==> config.mk <==
export PLATFORM = sky130hd
export DESIGN_NAME = flow_metered_fill_controller
export DESIGN_NICKNAME = d
export VERILOG_FILES = /design/src/hw/rtl/fmfc_pkg.sv /design/src/hw/rtl/fmfc_div.sv /design/src/hw/rtl/fmfc_cfg.sv /design/src/hw/rtl/flow_metered_fill_controller.sv
export SDC_FILE = /design/constraint.sdc
export NUM_CORES = 1
export LEC_CHECK = 0
export BUFFER_PORTS_ARGS = -buffer_cell sky130_fd_sc_hd__clkbuf_2
export CAP_MARGIN = 20
export CORE_UTILIZATION = 29
export CTS_BUF_LIST = sky130_fd_sc_hd__clkbuf_2 sky130_fd_sc_hd__clkbuf_4 sky130_fd_sc_hd__clkbuf_8
export DETAILED_ROUTE_END_ITERATION = 8
export PLACE_DENSITY = 0.44
export SLEW_MARGIN = 10
export SYNTH_ARGS = -nofsm -noshare
export SYNTH_HDL_FRONTEND = slang
export SYNTH_SLANG_ARGS = --single-unit
==> constraint.sdc <==
create_clock -name clk -period 30.7 [get_ports clk]
set_input_delay 4.605 -clock clk [delete_from_list [all_inputs] [get_ports clk]]
set_output_delay 4.605 -clock clk [all_outputs]
set_load 0.005 [all_outputs]
==> src/hw/rtl/fmfc_pkg.sv <==
// ----------------------------------------------------------------------------
// fmfc_pkg: shared types and constants for the flow metered fill controller
// Commands, run modes, sequencer states, register indexes, duty conversion.
// ----------------------------------------------------------------------------
package fmfc_pkg;

  // rate update interval and PWM full scale
  localparam int unsigned TICKS_PER_RATE = 5;
  localparam int unsigned PWM_TOP        = 255;
  localparam int unsigned PCT_FULL       = 100;

  // serial divider: dividend width and step counter width
  localparam int unsigned DIV_BITS = 30;
  localparam int unsigned CNT_W    = $clog2(DIV_BITS + 1);

  // reset values of the configuration registers
  localparam logic [7:0]  CAL_RESET    = 8'd75;
  localparam logic [15:0] OFFSET_RESET = 16'd50;
  localparam logic [6:0]  MAX_RESET    = 7'd100;
  localparam logic [6:0]  LOW_RESET    = 7'd70;

  // volume saturation limit, mL Q8
  localparam logic [23:0] VOL_MAX = 24'hFFFFFF;

  typedef enum logic [2:0] {
    CMD_PULSE = 3'd0,
    CMD_TICK  = 3'd1,
    CMD_FILL  = 3'd2,
    CMD_PUMP  = 3'd3,
    CMD_STOP  = 3'd4
  } cmd_t;

  typedef enum logic [1:0] {
    MODE_IDLE = 2'd0,
    MODE_FILL = 2'd1,
    MODE_PUMP = 2'd2
  } mode_t;

  typedef enum logic [2:0] {
    ST_READY,
    ST_DECODE,
    ST_VOL,
    ST_RATE,
    ST_FINISH,
    ST_EMIT
  } state_t;

  typedef enum logic [1:0] {
    REG_CAL    = 2'd0,
    REG_OFFSET = 2'd1,
    REG_MAX    = 2'd2,
    REG_LOW    = 2'd3
  } reg_idx_t;

  // live configuration, percentages already turned into compare values
  typedef struct packed {
    logic [7:0]  cal;
    logic [15:0] offset;
    logic [7:0]  duty_max;
    logic [7:0]  duty_low;
  } cfg_t;

  // pct*255/100 by reciprocal multiply (655/65536 runs low by at most one),
  // then one compare and subtract to fix up
  function automatic logic [7:0] pct_to_duty(input logic [6:0] pct);
    logic [14:0] prod;
    logic [24:0] est;
    logic [7:0]  q;
    logic [14:0] rem;
    prod = 15'(pct) * 15'(PWM_TOP);
    est  = 25'(prod) * 25'd655;
    q    = est[23:16];
    rem  = prod - 15'(q) * 15'(PCT_FULL);
    if (pct > 7'(PCT_FULL)) begin
      return 8'(PWM_TOP);
    end
    if (rem >= 15'(PCT_FULL)) begin
      return q + 8'd1;
    end
    return q;
  endfunction

endpackage

==> src/hw/rtl/fmfc_div.sv <==
// ----------------------------------------------------------------------------
// fmfc_div: bit-serial restoring divider
// One quotient bit per cycle; dividend shifts out as quotient shifts in.
// ----------------------------------------------------------------------------
module fmfc_div (
  input  logic                          clk,
  input  logic                          rst,
  input  logic                          start,
  input  logic [fmfc_pkg::DIV_BITS-1:0] dividend,
  input  logic [7:0]                    divisor,
  output logic                          done,
  output logic [fmfc_pkg::DIV_BITS-1:0] quotient
);

  logic [fmfc_pkg::DIV_BITS-1:0] quo;
  logic [7:0]  rem;
  logic [7:0]  dsr;
  logic [fmfc_pkg::CNT_W-1:0] count;
  logic        busy;
  logic [8:0]  trial;
  logic        fits;

  // one restoring step
  assign trial = {rem, quo[fmfc_pkg::DIV_BITS-1]};
  assign fits  = trial >= {1'b0, dsr};

  // control
  always_ff @(posedge clk) begin
    if (rst) begin
      busy  <= 1'b0;
      done  <= 1'b0;
      count <= '0;
    end else begin
      done <= 1'b0;
      if (start) begin
        busy  <= 1'b1;
        count <= fmfc_pkg::CNT_W'(fmfc_pkg::DIV_BITS);
      end else if (busy) begin
        count <= count - 1'b1;
        if (count == fmfc_pkg::CNT_W'(1)) begin
          busy <= 1'b0;
          done <= 1'b1;
        end
      end
    end
  end

  // datapath
  always_ff @(posedge clk) begin
    if (start) begin
      quo <= dividend;
      rem <= '0;
      dsr <= divisor;
    end else if (busy) begin
      quo <= {quo[fmfc_pkg::DIV_BITS-2:0], fits};
      rem <= fits ? 8'(trial - {1'b0, dsr}) : trial[7:0];
    end
  end

  assign quotient = quo;

endmodule

==> src/hw/rtl/fmfc_cfg.sv <==
// ----------------------------------------------------------------------------
// fmfc_cfg: configuration registers
// Holds calibration and offset; power percentages are stored as PWM compares.
// ----------------------------------------------------------------------------
module fmfc_cfg (
  input  logic           clk,
  input  logic           rst,
  input  logic           cfg_we,
  input  logic [1:0]     cfg_index,
  input  logic [15:0]    cfg_wdata,
  output fmfc_pkg::cfg_t cfg
);

  // register writes, percent converted on the way in
  always_ff @(posedge clk) begin
    if (rst) begin
      cfg.cal      <= fmfc_pkg::CAL_RESET;
      cfg.offset   <= fmfc_pkg::OFFSET_RESET;
      cfg.duty_max <= fmfc_pkg::pct_to_duty(fmfc_pkg::MAX_RESET);
      cfg.duty_low <= fmfc_pkg::pct_to_duty(fmfc_pkg::LOW_RESET);
    end else if (cfg_we) begin
      unique case (fmfc_pkg::reg_idx_t'(cfg_index))
        fmfc_pkg::REG_CAL:    cfg.cal      <= cfg_wdata[7:0];
        fmfc_pkg::REG_OFFSET: cfg.offset   <= cfg_wdata;
        fmfc_pkg::REG_MAX:    cfg.duty_max <= fmfc_pkg::pct_to_duty(cfg_wdata[6:0]);
        fmfc_pkg::REG_LOW:    cfg.duty_low <= fmfc_pkg::pct_to_duty(cfg_wdata[6:0]);
        default: ;
      endcase
    end
  end

endmodule

==> src/hw/rtl/flow_metered_fill_controller.sv <==
// ----------------------------------------------------------------------------
// flow_metered_fill_controller: liquid dosing controller
// Counts meter pulses, derives flow and volume on ticks, drives pump duty.
//
//   channel  dir  payload
//   s_*      in   command, target_ml
//   m_*      out  duty, mode, shown_volume_ml, flow_rate, fill_done
//   cfg_*    in   register writes (calibration, offset, max/low power)
//
// Pulse, start, stop and idle ticks go from READY through DECODE and EMIT back
// to READY. A running tick adds one pass of the serial divider for the volume
// step (VOL, then FINISH); the tick that updates flow, with a nonzero
// calibration, adds a second pass (RATE). Reset is synchronous and needs no
// sweep. A stalled result holds in the output register; the next item is not
// taken until it has been loaded there.
// ----------------------------------------------------------------------------
module flow_metered_fill_controller (
  input  logic        clk,
  input  logic        rst,
  // command [2:0], target_ml [18:3], zero pad [23:19]
  input  logic [23:0] s_tdata,
  input  logic        s_tvalid,
  output logic        s_tready,
  // duty [7:0], mode [9:8], shown_volume_ml [25:10], flow_rate [41:26],
  // fill_done [42], zero pad [47:43]
  output logic [47:0] m_tdata,
  output logic        m_tvalid,
  input  logic        m_tready,
  input  logic        cfg_we,
  input  logic [1:0]  cfg_index,
  input  logic [15:0] cfg_wdata
);

  fmfc_pkg::state_t state, state_next;
  fmfc_pkg::cfg_t   cfg;
  fmfc_pkg::mode_t  run_mode;
  fmfc_pkg::cmd_t   cmd_r;

  logic [15:0] tgt_r;
  logic [15:0] pulse_count;
  logic [2:0]  tick_phase;
  logic [15:0] flow_q8;
  logic [23:0] volume_q8;
  logic [15:0] target_volume;
  logic        done_r;

  logic        div_start;
  logic [fmfc_pkg::DIV_BITS-1:0] div_dividend;
  logic [7:0]  div_divisor;
  logic        div_done;
  logic [fmfc_pkg::DIV_BITS-1:0] div_quot;

  logic [2:0]  phase_inc;
  logic        phase_wrap;
  logic [18:0] flow_x5;
  logic [fmfc_pkg::DIV_BITS-1:0] pulse_scaled;
  logic [24:0] vol_sum;
  logic [7:0]  out_duty;
  logic [15:0] out_shown;
  logic        out_load;

  fmfc_cfg u_cfg (
    .clk       (clk),
    .rst       (rst),
    .cfg_we    (cfg_we),
    .cfg_index (cfg_index),
    .cfg_wdata (cfg_wdata),
    .cfg       (cfg)
  );

  fmfc_div u_div (
    .clk      (clk),
    .rst      (rst),
    .start    (div_start),
    .dividend (div_dividend),
    .divisor  (div_divisor),
    .done     (div_done),
    .quotient (div_quot)
  );

  // tick arithmetic operands
  assign phase_inc    = tick_phase + 3'd1;
  assign phase_wrap   = phase_inc >= 3'(fmfc_pkg::TICKS_PER_RATE);
  assign flow_x5      = 19'({flow_q8, 2'b00}) + 19'(flow_q8);
  assign pulse_scaled = fmfc_pkg::DIV_BITS'({pulse_count, 13'b0})
                      + fmfc_pkg::DIV_BITS'({pulse_count, 11'b0});
  assign vol_sum      = 25'(volume_q8) + 25'(div_quot[15:0]);
  assign out_load     = !m_tvalid || m_tready;

  // sequencer state register
  always_ff @(posedge clk) begin
    if (rst) begin
      state <= fmfc_pkg::ST_READY;
    end else begin
      state <= state_next;
    end
  end

  // next state and divider launch
  always_comb begin
    state_next   = state;
    div_start    = 1'b0;
    div_dividend = '0;
    div_divisor  = '0;
    unique case (state)
      fmfc_pkg::ST_READY: begin
        if (s_tvalid) state_next = fmfc_pkg::ST_DECODE;
      end
      fmfc_pkg::ST_DECODE: begin
        if (cmd_r == fmfc_pkg::CMD_TICK && run_mode != fmfc_pkg::MODE_IDLE) begin
          div_start    = 1'b1;
          div_dividend = fmfc_pkg::DIV_BITS'(flow_x5);
          div_divisor  = 8'd6;
          state_next   = fmfc_pkg::ST_VOL;
        end else begin
          state_next = fmfc_pkg::ST_EMIT;
        end
      end
      fmfc_pkg::ST_VOL: begin
        if (div_done) begin
          if (phase_wrap && cfg.cal != 8'd0) begin
            div_start    = 1'b1;
            div_dividend = pulse_scaled;
            div_divisor  = cfg.cal;
            state_next   = fmfc_pkg::ST_RATE;
          end else begin
            state_next = fmfc_pkg::ST_FINISH;
          end
        end
      end
      fmfc_pkg::ST_RATE: begin
        if (div_done) state_next = fmfc_pkg::ST_FINISH;
      end
      fmfc_pkg::ST_FINISH: begin
        state_next = fmfc_pkg::ST_EMIT;
      end
      fmfc_pkg::ST_EMIT: begin
        if (out_load) state_next = fmfc_pkg::ST_READY;
      end
      default: state_next = fmfc_pkg::ST_READY;
    endcase
  end

  assign s_tready = state == fmfc_pkg::ST_READY;

  // result fields from the state left by this item
  always_comb begin
    out_duty  = '0;
    out_shown = volume_q8[23:8];
    unique case (run_mode)
      fmfc_pkg::MODE_FILL:
        out_duty = (volume_q8[23:8] < cfg.offset) ? cfg.duty_low : cfg.duty_max;
      fmfc_pkg::MODE_PUMP:
        out_duty = cfg.duty_max;
      default: out_duty = '0;
    endcase
    if ((run_mode == fmfc_pkg::MODE_FILL || done_r) && out_shown > target_volume) begin
      out_shown = target_volume;
    end
  end

  // input capture
  always_ff @(posedge clk) begin
    if (state == fmfc_pkg::ST_READY && s_tvalid) begin
      cmd_r <= fmfc_pkg::cmd_t'(s_tdata[2:0]);
      tgt_r <= s_tdata[18:3];
    end
  end

  // output register payload
  always_ff @(posedge clk) begin
    if (state == fmfc_pkg::ST_EMIT && out_load) begin
      m_tdata <= {5'b0, done_r, flow_q8, out_shown, run_mode, out_duty};
    end
  end

  // result valid: set on load, cleared once the beat is taken
  always_ff @(posedge clk) begin
    if (rst) begin
      m_tvalid <= 1'b0;
    end else if (state == fmfc_pkg::ST_EMIT && out_load) begin
      m_tvalid <= 1'b1;
    end else if (m_tready) begin
      m_tvalid <= 1'b0;
    end
  end

  // controller state
  always_ff @(posedge clk) begin
    if (rst) begin
      run_mode      <= fmfc_pkg::MODE_IDLE;
      pulse_count   <= '0;
      tick_phase    <= '0;
      flow_q8       <= '0;
      volume_q8     <= '0;
      target_volume <= '0;
      done_r        <= 1'b0;
    end else begin
      unique case (state)
        fmfc_pkg::ST_READY: begin
          if (s_tvalid) done_r <= 1'b0;
        end
        fmfc_pkg::ST_DECODE: begin
          case (cmd_r) inside
            fmfc_pkg::CMD_PULSE: begin
              if (pulse_count != 16'hFFFF) pulse_count <= pulse_count + 16'd1;
            end
            fmfc_pkg::CMD_FILL, fmfc_pkg::CMD_PUMP: begin
              if (run_mode == fmfc_pkg::MODE_IDLE) begin
                run_mode      <= (cmd_r == fmfc_pkg::CMD_FILL) ? fmfc_pkg::MODE_FILL
                                                               : fmfc_pkg::MODE_PUMP;
                target_volume <= (cmd_r == fmfc_pkg::CMD_FILL) ? tgt_r : 16'd0;
                volume_q8     <= '0;
                flow_q8       <= '0;
                pulse_count   <= '0;
                tick_phase    <= '0;
              end
            end
            fmfc_pkg::CMD_STOP: begin
              run_mode      <= fmfc_pkg::MODE_IDLE;
              target_volume <= '0;
            end
            default: ;
          endcase
        end
        fmfc_pkg::ST_VOL: begin
          if (div_done) begin
            volume_q8  <= vol_sum[24] ? fmfc_pkg::VOL_MAX : vol_sum[23:0];
            tick_phase <= phase_wrap ? 3'd0 : phase_inc;
            // zero calibration: any pulse pins the flow at full scale
            if (phase_wrap && cfg.cal == 8'd0) begin
              flow_q8     <= (pulse_count != 16'd0) ? 16'hFFFF : 16'd0;
              pulse_count <= '0;
            end
          end
        end
        fmfc_pkg::ST_RATE: begin
          if (div_done) begin
            flow_q8     <= (div_quot[fmfc_pkg::DIV_BITS-1:16] != '0) ? 16'hFFFF
                                                                     : div_quot[15:0];
            pulse_count <= '0;
          end
        end
        fmfc_pkg::ST_FINISH: begin
          // target reached: end the fill, target kept one beat for the clamp
          if (run_mode == fmfc_pkg::MODE_FILL && volume_q8[23:8] >= target_volume) begin
            run_mode <= fmfc_pkg::MODE_IDLE;
            done_r   <= 1'b1;
          end
        end
        fmfc_pkg::ST_EMIT: begin
          if (out_load && done_r) target_volume <= '0;
        end
        default: ;
      endcase
    end
  end

`ifndef SYNTHESIS
  // a finished fill always reports idle
  a_done_idle: assert property (@(posedge clk) disable iff (rst)
    m_tvalid && m_tdata[42] |-> m_tdata[9:8] == fmfc_pkg::MODE_IDLE)
    else $error("fill_done with a running mode");

  // no drive while idle
  a_idle_duty: assert property (@(posedge clk) disable iff (rst)
    m_tvalid && m_tdata[9:8] == fmfc_pkg::MODE_IDLE |-> m_tdata[7:0] == 8'd0)
    else $error("nonzero duty while idle");

  // tick phase never reaches the rate interval
  a_phase: assert property (@(posedge clk) disable iff (rst)
    tick_phase < 3'(fmfc_pkg::TICKS_PER_RATE))
    else $error("tick phase out of range");

  // one item at a time
  a_one_item: assert property (@(posedge clk) disable iff (rst)
    s_tvalid && s_tready |=> !s_tready)
    else $error("second item taken while busy");
`endif

endmodule

# Word level (Yosys, flattened, before mapping)
# Cells that the tools add are included.
[totals]
regBits = 237
latch_bits = 0
ram_bits = 0
romBits = 0
inputBits = 47
out_inout_bits = 50
memories = 0
[op_classes]
addsub = 9
mul = 3
div = 0
n_lt_le_gt_ge = 7
eq_ne = 31
n_shift = 0
muxes = 99
bitwise_logic = 1
n_reduce_logical = 41
[op_table]
columns = ["op", "count"]
rows = [
  ["16-bit two-way mux", 20],
  ["24-bit two-way mux", 5],
  ["30-bit two-way mux", 4],
  ["16-bit case mux with 3 select lines", 2],
  ["8-bit two-way mux", 10],
  ["30-bit case mux with 2 select lines", 1],
  ["24-bit case mux with 2 select lines", 1],
  ["3-bit two-way mux", 12],
  ["16-bit case mux with 2 select lines", 1],
  ["8-bit case mux with 2 select lines", 2],
  ["29-bit by 27-bit adder with 30-bit output", 1],
  ["1-bit two-way mux", 27],
  ["24-bit by 16-bit adder with 25-bit output", 1],
  ["15-bit by 10-bit multiplier with 24-bit output (second input constant)", 1],
  ["18-bit by 16-bit adder with 19-bit output", 1],
  ["19-bit two-way mux", 1],
  ["3-bit case mux with 6 select lines", 1],
  ["16-bit by 1-bit adder with 16-bit output (second input constant)", 1],
  ["16-bit greater-or-equal comparator", 1],
  ["16-bit greater-than comparator", 1],
  ["16-bit less-than comparator", 1],
  ["16-bit inequality test (second input constant)", 1],
  ["16-bit nonzero test", 1],
  ["15-bit by 7-bit greater-or-equal comparator with 1-bit output (second input constant)", 1],
  ["42 further kinds", 93],
]

# Depth between registers and ports, before layout
# Gate-level depths: netlist of run 1.
[logic_depth]
word_depth = 12
mapped_depth = 56
mapped_depth_nobuf = 54

# Cells and area by module
# Synthesis of run 1 repeated with hierarchy kept, for this count alone.
[hier_totals]
cells_unflattened = 2082
area_unflattened_um2 = 19133.4
[by_module_without_submodules]
columns = ["module", "instances", "cells_each", "area_each_um2", "seq_area_each_um2"]
rows = [
  ["flow_metered_fill_controller", 1, 1054, 9287.7, 3503.4],
  ["fmfc_cfg", 1, 812, 7250.7, 800.8],
  ["fmfc_div", 1, 216, 2595.0, 1441.4],
]

# Worst setup path before layout of run 1
# Ideal clock, no wire load.
[synth_path]
path_type = "input to register"
start = "input cfg_wdata[4]"
end = "register, netlist name u_cfg.cfg[10]"
arrival_time_ns = 16.644
required_time_ns = 30.578
path_slack_ns = 13.934
stages = 53
n_path_buf = 1
cell_sequence = "fa_1 > inv_1 > fa_1 > inv_1 > fa_1 > inv_1 > fa_1 > inv_1 > ha_1 > a21o_1 > or3_4 > o211ai_2 > a21oi_2 > o31ai_4 > inv_2 > xnor2_1 > ha_1 > ha_1 > [... 17 more ...] > inv_1 > ha_1 > o21ai_0 > o21bai_1 > a21oi_1 > o21bai_1 > a21oi_1 > xor2_1 > ha_1 > nand2b_1 > a211oi_1 > nor3_1 > nor3_1 > nand4_1 > nor4_4 > buf_6 > nor3_2 > o32a_1"
[synth_via]
elab_chain_len = 12
elab_cells_between_ends = 19
[synth_lines]
columns = ["item", "line_no", "rtl"]
rows = [
  ["start, declared", "flow_metered_fill_controller.sv:31", "input logic [15:0] cfg_wdata"],
  ["7-bit by 8-bit multiplier with 15-bit output", "fmfc_pkg.sv:70", "prod = 15'(pct) * 15'(PWM_TOP);"],
  ["15-bit by 10-bit multiplier with 24-bit output", "fmfc_pkg.sv:71", "est = 25'(prod) * 25'd655;"],
  ["8-bit by 5-bit multiplier with 13-bit output", "fmfc_pkg.sv:73", "rem = prod - 15'(q) * 15'(PCT_FULL);"],
  ["15-bit subtractor", "fmfc_pkg.sv:73", ""],
  ["15-bit by 7-bit greater-or-equal comparator with 1-bit output", "fmfc_pkg.sv:77", "if (rem >= 15'(PCT_FULL)) begin"],
  ["1-bit two-way mux (2 in series)", "fmfc_pkg.sv:77", ""],
  ["1-bit two-way mux", "fmfc_cfg.sv:22", "unique case (fmfc_pkg::reg_idx_t'(cfg_index))"],
  ["1-bit two-way mux", "fmfc_cfg.sv:21", "end else if (cfg_we) begin"],
  ["1-bit two-way mux", "fmfc_cfg.sv:16", "if (rst) begin"],
  ["8-bit two-way mux", "fmfc_pkg.sv:80", "return q;"],
  ["8-bit two-way mux (*)", "fmfc_pkg.sv:77", ""],
]
# Every way passes the cells marked *; elsewhere a longest branch is shown, timed or not. The select of a mux whose other input is x is not followed.
# A chain may end at the register's enable or synchronous reset.

# Worst setup path after layout of run 1
[layout_path]
start = "input cfg_wdata[4]"
end = "register, netlist name u_cfg.cfg[9]"
[layout_via]
elab_chain_len = 12
elab_cells_between_ends = 19
[layout_lines]
columns = ["item", "line_no"]
rows = [
  ["7-bit by 8-bit multiplier with 15-bit output", "fmfc_pkg.sv:70"],
  ["15-bit by 10-bit multiplier with 24-bit output", "fmfc_pkg.sv:71"],
  ["8-bit by 5-bit multiplier with 13-bit output", "fmfc_pkg.sv:73"],
  ["15-bit subtractor", "fmfc_pkg.sv:73"],
  ["15-bit by 7-bit greater-or-equal comparator with 1-bit output", "fmfc_pkg.sv:77"],
  ["1-bit two-way mux (2 in series)", "fmfc_pkg.sv:77"],
  ["1-bit two-way mux", "fmfc_cfg.sv:22"],
  ["1-bit two-way mux", "fmfc_cfg.sv:21"],
  ["1-bit two-way mux", "fmfc_cfg.sv:16"],
  ["8-bit two-way mux", "fmfc_pkg.sv:80"],
  ["8-bit two-way mux (*)", "fmfc_pkg.sv:77"],
]
# Marks and branches as above.

==> PnR_summary.wiki, run 1 <==
{| class="wikitable"
! Metric !! Value
|-
| HPWL after detailed placement || ~35000 um
|-
| Layout area overhead || 12.8%
|-
| Netlist area before placement || ~18000 um2
|-
| Register area share after synthesis || 0.321
|-
| Hold crit path type || reg2reg
|-
| Hold-fix buffer count after cts || 0
|-
| Most common cell after layout, fill and taps aside || ha_1
|-
| Final period util || 0.591
|-
| Synth unique cells || just over 80
|-
| Overall Global Routing Usage || 0.146
|-
| Total area of multi-input combinational cells || around 11000 um2
|-
| Insertion delay to the later sink of the worst-skew pair || 0.57 ns
|-
| Final setup violating endpoints || 0
|-
| Status || finished clean
|-
| Clk pin slew, worst setup/hold paths || ~0.060 ns
|-
| Total number of yosys warnings || 0
|-
| Fraction of the mapped netlist area in compound gates || 0.163
|-
| Number of enable flip-flop cells after synthesis || 100
|-
| Flops & latches, synth || between 200 and 250
|-
| Prevailing post-synth register cell || dfxtp_1
|-
| FF+latch area || about 5700 um2
|-
| CTS max path bufs || 3
|-
| Synthesized-area fraction occupied by adder cells || 0.251
|-
| WS Path Type || in2reg
|-
| Most frequent cells in the layout || ha_1, inv_1, nand2_1
|-
| Buffers on Ports || 86
|-
| Type of destination of the critical path || flip-flop
|-
| Fraction of registers with async set or reset after synthesis || 0
|-
| Number of gates resized after CTS || 0
|-
| Die outline height || roughly 250 um
|-
| Number of maximum-capacitance violations || 0
|-
| DRC viols || 0
|-
| Start point of the critical path || cfg_wdata[4]
|-
| Total wire length || around 46000 um
|-
| Post-Route Setup TNS || 0 ns
|-
| Max-slew headroom || 0.290
|-
| Slew @ Worst Pin || around 1.1 ns
|-
| H-Tree Depth || 2
|-
| Final Wtd Congestion || between 0.8 and 0.9
|-
| Longest individual stage delay on the worst path || roughly 0.73 ns
|-
| Largest family of logic cells by synthesized area || adder cells
|-
| Count of fill cells added during filler insertion || ~6300
|-
| Drt first-iter violations || approximately 570
|-
| Final Hold Viols || 0
|-
| Post-synthesis average cell area || about 9.2 um2
|-
| Clock tree from TritonCTS || yes
|-
| Crit-path max FO || 14
|-
| Share of cells above drive strength 1 || 0.100
|-
| DR vias || roughly 14000
|-
| Worst-path cell with the longest stage delay || fa_1
|-
| Number of global-route vias before repair || approximately 14000
|-
| Post-Synth XOR/XNOR Area || 0.0538
|-
| Final #Nets || around 2400
|-
| Share of the core filled with cells in the final layout || 0.333
|-
| Inserted Clock Buffers || 43
|-
| Global-route wire length before repair || 73900 um
|-
| Routed length per placed instance || 16.0 um
|-
| Clock period minus final worst setup slack || 18.16 ns
|-
| Final number of max-transition violations || 0
|-
| Crit path required time || just over 30 ns
|-
| Number of antenna violations at the first check in global routing || 1
|-
| Multiplexer share of the synthesized area || 0.0118
|-
| Count of boundary I/O pins || just under 100
|-
| Final worst clock skew || approximately 0.024 ns
|-
| Width of the die || 251 um
|-
| Core region area || just over 60000 um2
|-
| Upper clock frequency limit || between 50 and 60 MHz
|-
| Instance count of the mapped netlist || approximately 2000
|-
| Post-detailed-route via-to-cell ratio || between 4 and 5
|-
| Effective utilization at floorplan || 0.295
|-
| Clk root buf || clkbuf_8
|-
| Simple-Gate Fraction of Synth Area || 0.141
|-
| Post CTS Setup Buffer Count || 0
|-
| Final global-route overflow total || 0
|-
| Sinks on the clock net || 237
|-
| Total die area || 62800 um2
|-
| DRT antenna net count || 0
|-
| Reg2reg start || u_div.quotient[0]
|-
| Min-Delay Startpoint || volume_q8[6]
|-
| RSZ-0062 raised after global routing || false
|-
| Maximum number of pins on one net before global-route repair || 47
|-
| Arrival time worst endpoint || 18.56 ns
|-
| Number of detailed-routing iterations run before antenna repair || 5
|-
| Startpoint kind of the worst setup timing path || input port
|-
| Rows || 90
|}
==> cells in the mapped netlist (4+ instances only) <==
| library cell | count | share of area |
|---|---|---|
| nor2b_1 | 24 | 0.0084 |
| a211oi_1 | 30 | 0.013 |
| xnor2_1 | 63 | 0.031 |
| nand4_1 | 16 | 0.0056 |
| a21o_1 | 40 | 0.017 |
| a31oi_1 | 21 | 0.0073 |
| and3b_1 | 4 | 0.0020 |
| nand2_1 | 173 | 0.036 |
| mux2i_1 | 20 | 0.011 |
| xor2_1 | 47 | 0.023 |
| o22ai_1 | 5 | 0.0017 |
| a211o_1 | 4 | 0.0020 |
| buf_1 | 4 | 0.00084 |
| and3_1 | 13 | 0.0045 |
| nor3_1 | 37 | 0.010 |
| a311oi_1 | 5 | 0.0024 |
| o31ai_1 | 5 | 0.0021 |
| inv_1 | 206 | 0.043 |
| edfxtp_1 | 100 | 0.17 |
| a32o_1 | 12 | 0.0067 |
| nor4b_1 | 5 | 0.0024 |
| o211ai_1 | 9 | 0.0038 |
| clkbuf_1 | 50 | 0.010 |
| nand3_1 | 58 | 0.016 |
| buf_4 | 6 | 0.0025 |
| o21a_1 | 20 | 0.0084 |
| or3_1 | 12 | 0.0042 |
| a22oi_1 | 8 | 0.0034 |
| and2_1 | 13 | 0.0045 |
| a221oi_1 | 5 | 0.0024 |
| nor4_1 | 10 | 0.0035 |
| nor2_1 | 121 | 0.025 |
| dfxtp_1 | 137 | 0.15 |
| o31a_1 | 4 | 0.0020 |
| a21oi_1 | 111 | 0.031 |
| o21bai_1 | 15 | 0.0063 |
| fa_1 | 59 | 0.066 |
| o21ai_0 | 136 | 0.038 |
| o41ai_1 | 4 | 0.0020 |
| nand2b_1 | 17 | 0.0059 |
| nor3b_1 | 4 | 0.0017 |
| ha_1 | 263 | 0.18 |
==> cell families (layout without fill, tap and decap cells) <==
group	Yosys count	in the layout
AO/OA/AOI/OAI	460	460
XOR/XNOR	110	110
adder cells (fa/ha/maj)	324	324
buffers and inverters	271	396
flip-flops	237	237
multiplexers	21	21
other	1	6
AND/OR/NAND/NOR	527	527
==> metrics by stage <==
stage	cell area (um2)	setup WS [ns]	hold slack [ns]	instances
final	20200	12.54	0.442	2863
after global routing	20200	11.62	0.471	2862
after CTS	20200	12.53	0.445	2862
after detailed placement	19300	11.96	0.436	2783
after global placement	19300	12.02	0.431	2783
after floorplan	17900	13.93	0.422	1955
==> flip-flops by register name, summed over array words and instances (netlist names) <==
name and cells:
m_tdata 43, u_div.rem 8, cmd_r 3, target_volume 16
tick_phase 3, u_div.count 5, done_r 1, m_tvalid 1
u_div.quotient 30, u_div.dsr 8, volume_q8 24, u_cfg.cfg 40
tgt_r 16, u_div.busy 1, pulse_count 16, u_div.done 1
state 3, run_mode 2, flow_q8 16
==> area by class of cell <==
cell class	instances	area share
sequential	237	0.284
tap	782	0.0484
inverter	208	0.0388
clock buffer	66	0.0400
clock inverter	13	0.00663
antenna	1	0.000124
timing repair buffer	109	0.0299
multi-input combinational	1447	0.552
==> final timing paths <==
path,endpoint,slack (ns),depth (start not counted)
hold reg to reg,volume_q8[6],0.44,2
hold / removal,volume_q8[6],0.44,2
setup / recovery,u_cfg.cfg[9],12.54,53
setup reg to reg,volume_q8[16],26.70,15
==> critical path: cells and delay by family <==
| family | cells | cell delay [ns] |
|---|---|---|
| fa+ha+maj | 16 | 6.74 |
| simple gates | 9 | 2.22 |
| compound gates | 14 | 2.77 |
| buf+inv | 10 | 0.90 |
| mux | 1 | 0.37 |
| xor+xnor | 3 | 0.91 |
==> routing by layer <==
metal  up-vias  part of all wire  global-route usage
met3        46             0.032              0.0203
met1      6635              0.50               0.206
li1       7066                 -                   -
met4         2             0.014              0.0305
met5         -           0.00026                   0
met2       182              0.45               0.237
Power of run 1 is not shown: default switching activity piles up to over one toggle a cycle in this logic, so the estimate is an artifact.
==> inputs of run 2 (changes only) <==
==> constraint.sdc (replaced) <==
create_clock -name clk -period 16.9 [get_ports clk]
set_input_delay 2.535 -clock clk [delete_from_list [all_inputs] [get_ports clk]]
set_output_delay 2.535 -clock clk [all_outputs]
set_load 0.005 [all_outputs]
==> PnR_summary.wiki, run 2 (same netlist as run 1, synthesis figures left out) <==
{| class="wikitable"
! Metric !! Value
|-
| Register bank with the most flops || m_tdata
|-
| DRT antenna net count || 0
|-
| HPWL after detailed placement || 35300 um
|-
| Number of detailed-routing iterations run before antenna repair || 4
|-
| Upper clock frequency limit || 64.0 MHz
|-
| Worst reg2reg path endpoint || volume_q8[16]
|-
| Width of the die || ~250 um
|-
| CTS max path bufs || 3
|-
| Final #Nets || approximately 2400
|-
| Clk pin slew, worst setup/hold paths || roughly 0.06 ns
|-
| Total wire length || ~46000 um
|-
| Post CTS Setup Buffer Count || 0
|-
| Post-Route Setup TNS || 0 ns
|-
| Clk root buf || clkbuf_8
|-
| End point of the most critical hold path || volume_q8[6]
|-
| Drt first-iter violations || roughly 560
|-
| Type of destination of the critical path || flip-flop
|-
| Setup slack of the worst register-to-register path || between 10 and 15 ns
|-
| Number of maximum-capacitance violations || 0
|-
| Final worst clock skew || between 0.015 and 0.02 ns
|-
| Buffer and inverter count on the worst path || 10
|-
| DRC viols || 0
|-
| Worst-path cell with the longest stage delay || xnor2_1
|-
| RSZ-0062 raised after global routing || false
|-
| Number of flip-flops in the largest register || between 40 and 50
|-
| H-Tree Depth || 2
|-
| Final Wtd Congestion || between 0.8 and 0.9
|-
| Effective utilization at floorplan || 0.295
|-
| WS Path Type || in2reg
|-
| Longest individual stage delay on the worst path || around 0.83 ns
|-
| Clock tree from TritonCTS || yes
|-
| Hold crit path type || reg2reg
|-
| Number of global-route vias before repair || around 14000
|-
| Die outline height || approximately 250 um
|-
| Slew @ Worst Pin || roughly 1.0 ns
|-
| Routed length per placed instance || ~16 um
|-
| Final setup violating endpoints || 0
|-
| Global-route wire length before repair || 75400 um
|-
| Sinks on the clock net || 237
|-
| Share of cells above drive strength 1 || 0.103
|-
| Number of cell instances on the worst register-to-register path || 15
|-
| Final global-route overflow total || 0
|-
| Insertion delay to the later sink of the worst-skew pair || about 0.56 ns
|-
| Arrival time worst endpoint || roughly 16 ns
|-
| Final period util || 0.924
|-
| Most common cell after layout, fill and taps aside || ha_1
|-
| Startpoint kind of the worst setup timing path || input port
|-
| Number of gates resized after CTS || 0
|-
| Count of boundary I/O pins || 97
|-
| Number of antenna violations at the first check in global routing || 4
|-
| Rows || 90
|-
| Core region area || approximately 61000 um2
|-
| Final number of max-transition violations || 0
|-
| Min-Delay Startpoint || volume_q8[6]
|-
| Reg2reg start || u_div.quotient[0]
|-
| Most frequent cells in the layout || ha_1, inv_1, nand2_1
|-
| Hold-fix buffer count after cts || 0
|-
| DR vias || between 10000 and 15000
|-
| Overall Global Routing Usage || 0.150
|-
| Layout area overhead || 12.9%
|-
| Buffers on Ports || 86
|-
| Maximum number of pins on one net before global-route repair || 64
|-
| Hold path cells || 2
|-
| Worst path top cell family by delay || adder cells
|-
| Total die area || about 63000 um2
|-
| Crit path required time || 17.29 ns
|-
| Status || finished clean
|-
| Clock period minus final worst setup slack || 15.62 ns
|-
| Final Hold Viols || 0
|-
| Post-detailed-route via-to-cell ratio || between 4 and 5
|-
| Crit-path max FO || 14
|-
| Inserted Clock Buffers || 42
|-
| Max-slew headroom || 0.300
|}
## run 2: changes by cell type in the layout (fill, tap and decap cells not counted), sizes merged
cell and change:
clkinvlp +1, clkbuf -1, clkinv -1, buf +5, bufinv -1
## run 2: tightest hold or removal path, stage by stage (launching register included)
cell and delay, ns:
dfxtp_1 0.31, nand2_1 0.05, nand2_1 0.04
## run 2: how the worst max path moves through the flow
| stage | startpoint | end | slack [ns] | cells after the start |
|---|---|---|---|---|
| global route | cfg_wdata[4] | u_cfg.cfg[9] | 0.39 | 53 |
| detailed placement | cfg_wdata[4] | u_cfg.cfg[9] | 0.69 | 53 |
| floorplan | cfg_wdata[4] | u_cfg.cfg[10] | 2.20 | 53 |
| global placement | cfg_wdata[4] | u_cfg.cfg[9] | 0.74 | 52 |
| CTS | cfg_wdata[4] | u_cfg.cfg[9] | 1.23 | 53 |
| finish | cfg_wdata[4] | u_cfg.cfg[9] | 1.28 | 53 |
## run 2: cell type report
class / count / area, um2
fill: 6282 / 40500
timing repair buffer: 114 / 641
inverter: 208 / 783
multi-input combinational: 1447 / 11100
antenna: 1 / 2.50
clock buffer: 65 / 813
tap: 782 / 978
clock inverter: 12 / 110
sequential: 237 / 5750
## run 2: stage by stage
step           setup WS [ns]  instances  hold WS (ns)  cell area, um2  utilization
2_1_floorplan           2.20       1955         0.422           17900            -
3_3_place_gp           0.737       2787         0.431           19300        0.318
3_5_place_dp           0.691       2787         0.439           19300        0.318
4_1_cts                 1.23       2864         0.448           20200        0.333
5_1_grt                0.394       2866         0.468           20200        0.333
6_report                1.28       2866         0.443           20200        0.333
## run 2: layer usage
layer | wire, um | up-vias | global-route usage
li1 | - | 7073 | -
met1 | 22900 | 6531 | 0.210
met2 | 21000 | 197 | 0.243
met3 | 1580 | 53 | 0.0219
met4 | 639 | 4 | 0.0298
met5 | 15 | - | 0
Power of run 2 is left out for the same reason.
